===== config.mk =====
export PLATFORM = sky130hd
export DESIGN_NAME = iirf_merge
export DESIGN_NICKNAME = d
export VERILOG_FILES = /design/src/hw/rtl/iirf_pkg.sv /design/src/hw/rtl/iirf_merge.sv
export SDC_FILE = /design/constraint.sdc
export NUM_CORES = 1
export LEC_CHECK = 0
export ABC_AREA = 1
export CORE_MARGIN = 2
export CORE_UTILIZATION = 58
export DETAILED_ROUTE_END_ITERATION = 6
export DONT_BUFFER_PORTS = 1
export PLACE_DENSITY_LB_ADDON = 0.08
export SETUP_SLACK_MARGIN = 0.3
export SYNTH_ARGS = -nofsm -noshare
export SYNTH_HDL_FRONTEND = slang
export SYNTH_SLANG_ARGS = --single-unit

===== constraint.sdc =====
create_clock -name clock -period 0.8 [get_ports clock]
set_input_delay 0.16 -clock clock [delete_from_list [all_inputs] [get_ports clock]]
set_output_delay 0.16 -clock clock [all_outputs]
set_load 0.05 [all_outputs]

===== src/hw/rtl/iirf_pkg.sv =====
// Shared types and constants of the multichannel direct-form-I IIR filter.
package iirf_pkg;

   localparam int ORDER     = 3;
   localparam int MAX_ORDER = 3;
   localparam int CHANNELS  = 2;
   localparam int MAX_CHAN  = 2;

   localparam int SAMPLE_W = 16;
   localparam int COEF_W   = 24;
   localparam int FRAC_W   = 20;
   localparam int PROD_W   = SAMPLE_W + COEF_W;
   localparam int ACC_W    = PROD_W + 3;
   localparam int CSR_ADDR_W = 3;

   localparam logic signed [COEF_W-1:0] COEF_B0_RESET = COEF_W'(1 << FRAC_W);
   localparam logic signed [ACC_W-1:0]  ROUND_BIAS = ACC_W'(1) << (FRAC_W - 1);
   localparam logic signed [ACC_W-1:0]  SAT_MAX = ACC_W'((1 << (SAMPLE_W - 1)) - 1);
   localparam logic signed [ACC_W-1:0]  SAT_MIN = ~SAT_MAX;

   typedef enum logic [CSR_ADDR_W-1:0] {
      CSR_B0 = 3'd0,
      CSR_B1 = 3'd1,
      CSR_B2 = 3'd2,
      CSR_B3 = 3'd3,
      CSR_A1 = 3'd4,
      CSR_A2 = 3'd5,
      CSR_A3 = 3'd6
   } csr_idx_type;

   typedef logic signed [SAMPLE_W-1:0] sample_type;
   typedef logic signed [COEF_W-1:0]   coef_word_type;

   // b[i] weights the input i steps back; a[i] weights the output i+1 steps back.
   typedef struct {
      coef_word_type b [MAX_ORDER+1];
      coef_word_type a [MAX_ORDER];
   } coef_type;

   typedef struct packed {
      logic load_prod;
      logic load_sum;
      logic load_out;
   } lane_ctrl_type;

   typedef struct packed {
      sample_type y;
      logic       clip;
   } lane_res_type;

endpackage


===== src/hw/rtl/iirf_merge.sv =====
// Output stage: collects the lane results into one result beat and flags clipping.
module iirf_merge (
   input  logic                   clock,
   input  logic                   reset,
   input  logic                   load,
   input  iirf_pkg::lane_res_type lane_res [iirf_pkg::MAX_CHAN],
   output logic                   ready,
   output logic                   rsp_valid,
   input  logic                   rsp_stall,
   output iirf_pkg::sample_type   rsp_out_ch0,
   output iirf_pkg::sample_type   rsp_out_ch1,
   output logic                   rsp_saturated
);

   logic                 valid_ff;
   iirf_pkg::sample_type ch0_ff;
   iirf_pkg::sample_type ch1_ff;
   logic                 sat_ff;
   logic                 sat_in;

   always_comb begin
      sat_in = 1'b0;
      for (int c = 0; c < iirf_pkg::MAX_CHAN; c++) begin
         sat_in = sat_in | lane_res[c].clip;
      end
   end

   assign ready = !valid_ff || !rsp_stall;

   always_ff @(posedge clock) begin
      if (reset) begin
         valid_ff <= 1'b0;
      end else if (load) begin
         valid_ff <= 1'b1;
      end else if (!rsp_stall) begin
         valid_ff <= 1'b0;
      end
   end

   always_ff @(posedge clock) begin
      if (load) begin
         ch0_ff <= lane_res[0].y;
         ch1_ff <= lane_res[1].y;
         sat_ff <= sat_in;
      end
   end

   assign rsp_valid     = valid_ff;
   assign rsp_out_ch0   = ch0_ff;
   assign rsp_out_ch1   = ch1_ff;
   assign rsp_saturated = sat_ff;

endmodule


==> results.cfg, run 1 <==
[synth]
yosys.area.top_type = edfxtp_1
synth-seq-cells = 34
seq_area_frac_synth_pct = 97.6
yosys.area.top_type_share_pct = 95.7
yosysUniqueCellTypes = 6
synth_top_family_by_area = simple AND/OR/NAND/NOR gates
yosys.area_share.simple_pct = 1.21
syn_area_um2 = 1040
muxShareOfSynthArea_pct = 0
synth_nets = 76
syn_inst = 38
avgSynthCellArea_um2 = 27.3
synth_fa_ha_area_share_pct = 0
synth_xor_area_share_pct = 0
synth_warnings = 0
synth.area.top_cells = edfxtp_1 96%, dfxtp_1 1.9%, a21oi_2 0.85%
synth_compound_area_share_pct = 0.845

[run_status]
status = aborted with a tool error
stop_error = [ERROR DPL-0038] Utilization greater than 100%, impossible to legalize
failing_step = detailed placement

[die]
die_y_um = 46.3
chipWidth_um = 46.3
start_util_pct = 60.7
io_pins = 73
rows = 15

[placement]
gp_congestion = 0.747
io_buffers = 0
-- metrics by stage --
step / hold WS (ps) / cells / area (um2)
2_1_floorplan: 213 / 38 / 1050
3_3_place_gp: 215 / 97 / 1770
-- cells by family after synthesis --
kind of cell / count (synthesis)
simple gates: 2
compound gates: 1
buf+inv: 1
flops: 34
-- cell usage after synthesis --
cell / n
edfxtp_1: 33
dfxtp_1: 1
a21oi_2: 1
inv_1: 1
nand2_2: 1
or2_1: 1
==> inputs of run 2 (changes only) <==
--- a/config.mk
+++ b/config.mk
@@ -6,12 +6,11 @@
 export NUM_CORES = 1
 export LEC_CHECK = 0
 export ABC_AREA = 1
-export CORE_MARGIN = 2
-export CORE_UTILIZATION = 58
+export CORE_AREA = 2 2 63 65
 export DETAILED_ROUTE_END_ITERATION = 6
+export DIE_AREA = 0 0 65 67
 export DONT_BUFFER_PORTS = 1
-export PLACE_DENSITY_LB_ADDON = 0.08
-export SETUP_SLACK_MARGIN = 0.3
+export PLACE_DENSITY_LB_ADDON = 0.15
 export SYNTH_ARGS = -nofsm -noshare
 export SYNTH_HDL_FRONTEND = slang
 export SYNTH_SLANG_ARGS = --single-unit
==> run 2 against run 1 <==
Effect of this change: the flow now finishes, with violations (negative hold slack, negative setup slack); synthesized cell count unchanged; area after synthesis unchanged.
==> results.cfg, run 2 <==
[cells_and_area]
area_delta_synth_final_pct = 115
layout.nets = 150
area.sequential_um2 = 1010
fin_area_um2 = 2230
layout-drive-gt1-share_pct = 39.8
multiInputGateArea_um2 = 35.0
final.fill_count = 253
final_cell_mix = 33 x dlygate4sd3_1, 33 x buf_12, 33 x edfxtp_1
fin_cells = 162
utilization_pct = 61.9

[global_routing]
grt_max_degree = 35
grt.total_usage_pct = 12.8
first_global_vias = 714
grt_overflow = 0
antenna_found_initial = 1
grt_pass1_wl_um = 3720

[power]
p_seq_share_pct = 45.5
worst_ir_drop_vdd_mv = 1.00
finalPower_mw = 4.90
swShare_pct = 25.8
leakage_nw = 0.858
power_switching_mw = 1.26
powerDensity_nw_per_um2 = 2200
combinationalPowerShare_pct = 24.1
p_int_mw = 3.64
clock_power_share_pct = 30.4

[clocking]
cts_sinks = 34
cts_buffer_depth = 2
insertion_delay_ps = 270
cts_setup_buffers = 0
root_buffer = clkbuf_8
clk_pin_slew_ps = 70
cts_hold_buffers = 33
h-tree-depth = 2
cts_buffers = 5
tritoncts = done

[synth]
syn_inst = 38
synth_fa_ha_area_share_pct = 0
muxShareOfSynthArea_pct = 0
synth_top_family_by_area = simple AND/OR/NAND/NOR gates
synthFlopType = edfxtp_1
avgSynthCellArea_um2 = 27.3
synth-seq-cells = 34
yosysUniqueCellTypes = 6
synth_warnings = 0
synth.area.top_cells = edfxtp_1 96%, dfxtp_1 1.9%, a21oi_2 0.85%
syn_area_um2 = 1040
seq_area_frac_synth_pct = 97.6
yosys.area.top_type_share_pct = 95.7
yosysMostFrequentCell = edfxtp_1
synth_compound_area_share_pct = 0.845
yosys.area_share.simple_pct = 1.21
synth_edf_count = 33
yosys.area.top_type = edfxtp_1
synth_nets = 76
synth_xor_area_share_pct = 0
async_reset_ff_share_pct = 0

[routing]
drc = 0
top_layer_used = met4
routed_via_density = 4.07
via_count = 659
wl_met3_um = 222
drt-wirelength-per-cell_um = 14.8
drtIter0Drc = 22
wl_um = 2400
drtAntennaViolNets = 0
met2_length_um = 1400
dr.pass1.iters = 4
wl_met1_um = 678

[run_status]
violations = negative hold slack, negative setup slack
status = finished with violations

[critical_path]
cp_max_fo = 1
critPathBufInv = 1
path_cells = buf_12
cp-startpoint = rsp_out_ch0[7]
reg2regPathDepth = 2
critPathMaxStageDelay_ps = 430
endpoint = rsp_out_ch0[7]
r2r-end = rsp_valid
reg2reg_slack_ps = 130
arrival_ps = 890
setup.worst_path.class = flip-flop to output pin
start_kind = flip-flop
timing.rr.start = rsp_valid
slowest_stage = edfxtp_1
path_depth = 1
worstPathRequired_ps = 640
cp-end-kind = output pin
path_delay_family = flip-flops

[die]
start_util_pct = 28.7
die_y_um = 67
dieArea_um2 = 4360
core_area_um2 = 3610
chipWidth_um = 65
rows = 22
io_pins = 73

[timing]
fin_crit_sh_pct = 131
max_freq_mhz = 955
worst_slack_ps = -247
max_slew_margin_pct = 91.0
holdWs_ps = -12.4
tns_ps = -7720
finClkSkew_ps = 0
slew_violations = 0
worst-slew-pin-transition_ps = 135
finalCriticalPeriod_ps = 1050
hold_viol_final = 27
grt_setup_unrepaired = yes
setup-violations-final = 35

[job]
drv_cap = 0

[placement]
dp_cells = 120
gp_congestion = 0.735
dpl_cell_area_um2 = 1770
io_buffers = 0
dp_slack_ps = 53.8

[min_path]
hp-class = input pin to flip-flop
run 2: cells by family (layout without fill, tap and decap cells):
group | Yosys count | after routing
compound gates | 1 | 1
buf+inv | 1 | 76
flops | 34 | 34
other cells | 0 | 1
simple gates | 2 | 2
run 2: worst min-delay path by stage:
stage	start	end	slack [ps]	depth (start not counted)
2_1_floorplan	reset	rsp_valid	210	1
3_3_place_gp	reset	rsp_valid	210	1
3_5_place_dp	reset	rsp_valid	220	1
4_1_cts	load	rsp_out_ch0[13]	-20	0
5_1_grt	load	rsp_out_ch0[13]	-50	0
6_report	load	rsp_out_ch0[0]	-10	0
run 2: routing by layer:
metal / vias up / global-route usage [%]
met4: 0 / 12.0
li1: 296 / -
met2: 47 / 21.1
met5: - / 0
met1: 308 / 11.1
met3: 8 / 6.59
run 2: timing repair:
action,4_1_cts,5_1_grt
resized for setup,3,0
endpoints found under the hold margin,66,33
endpoints found under the setup margin,35,35
run 2: final cells by class:
cell class | instances | share of cell area (%)
well taps | 48 | 2.69
repair buffers | 67 | 45.1
multi-input cells | 3 | 1.57
diodes | 1 | 0.112
clock inverters | 3 | 1.79
inverters | 1 | 0.168
flip-flops and latches | 34 | 45.5
clock buffers | 5 | 3.08
run 2: power by group through the flow:
stage / combinational, mW / clock, mW / sequential [mW]
after global placement: 1.05 / 0 / 2.26
after floorplan: 0.0169 / 0 / 2.68
after CTS: 1.18 / 1.55 / 2.23
after detailed placement: 1.05 / 0 / 2.27
after global routing: 1.21 / 1.65 / 2.24
final: 1.18 / 1.49 / 2.23
Power figures use the tool's default switching activity.
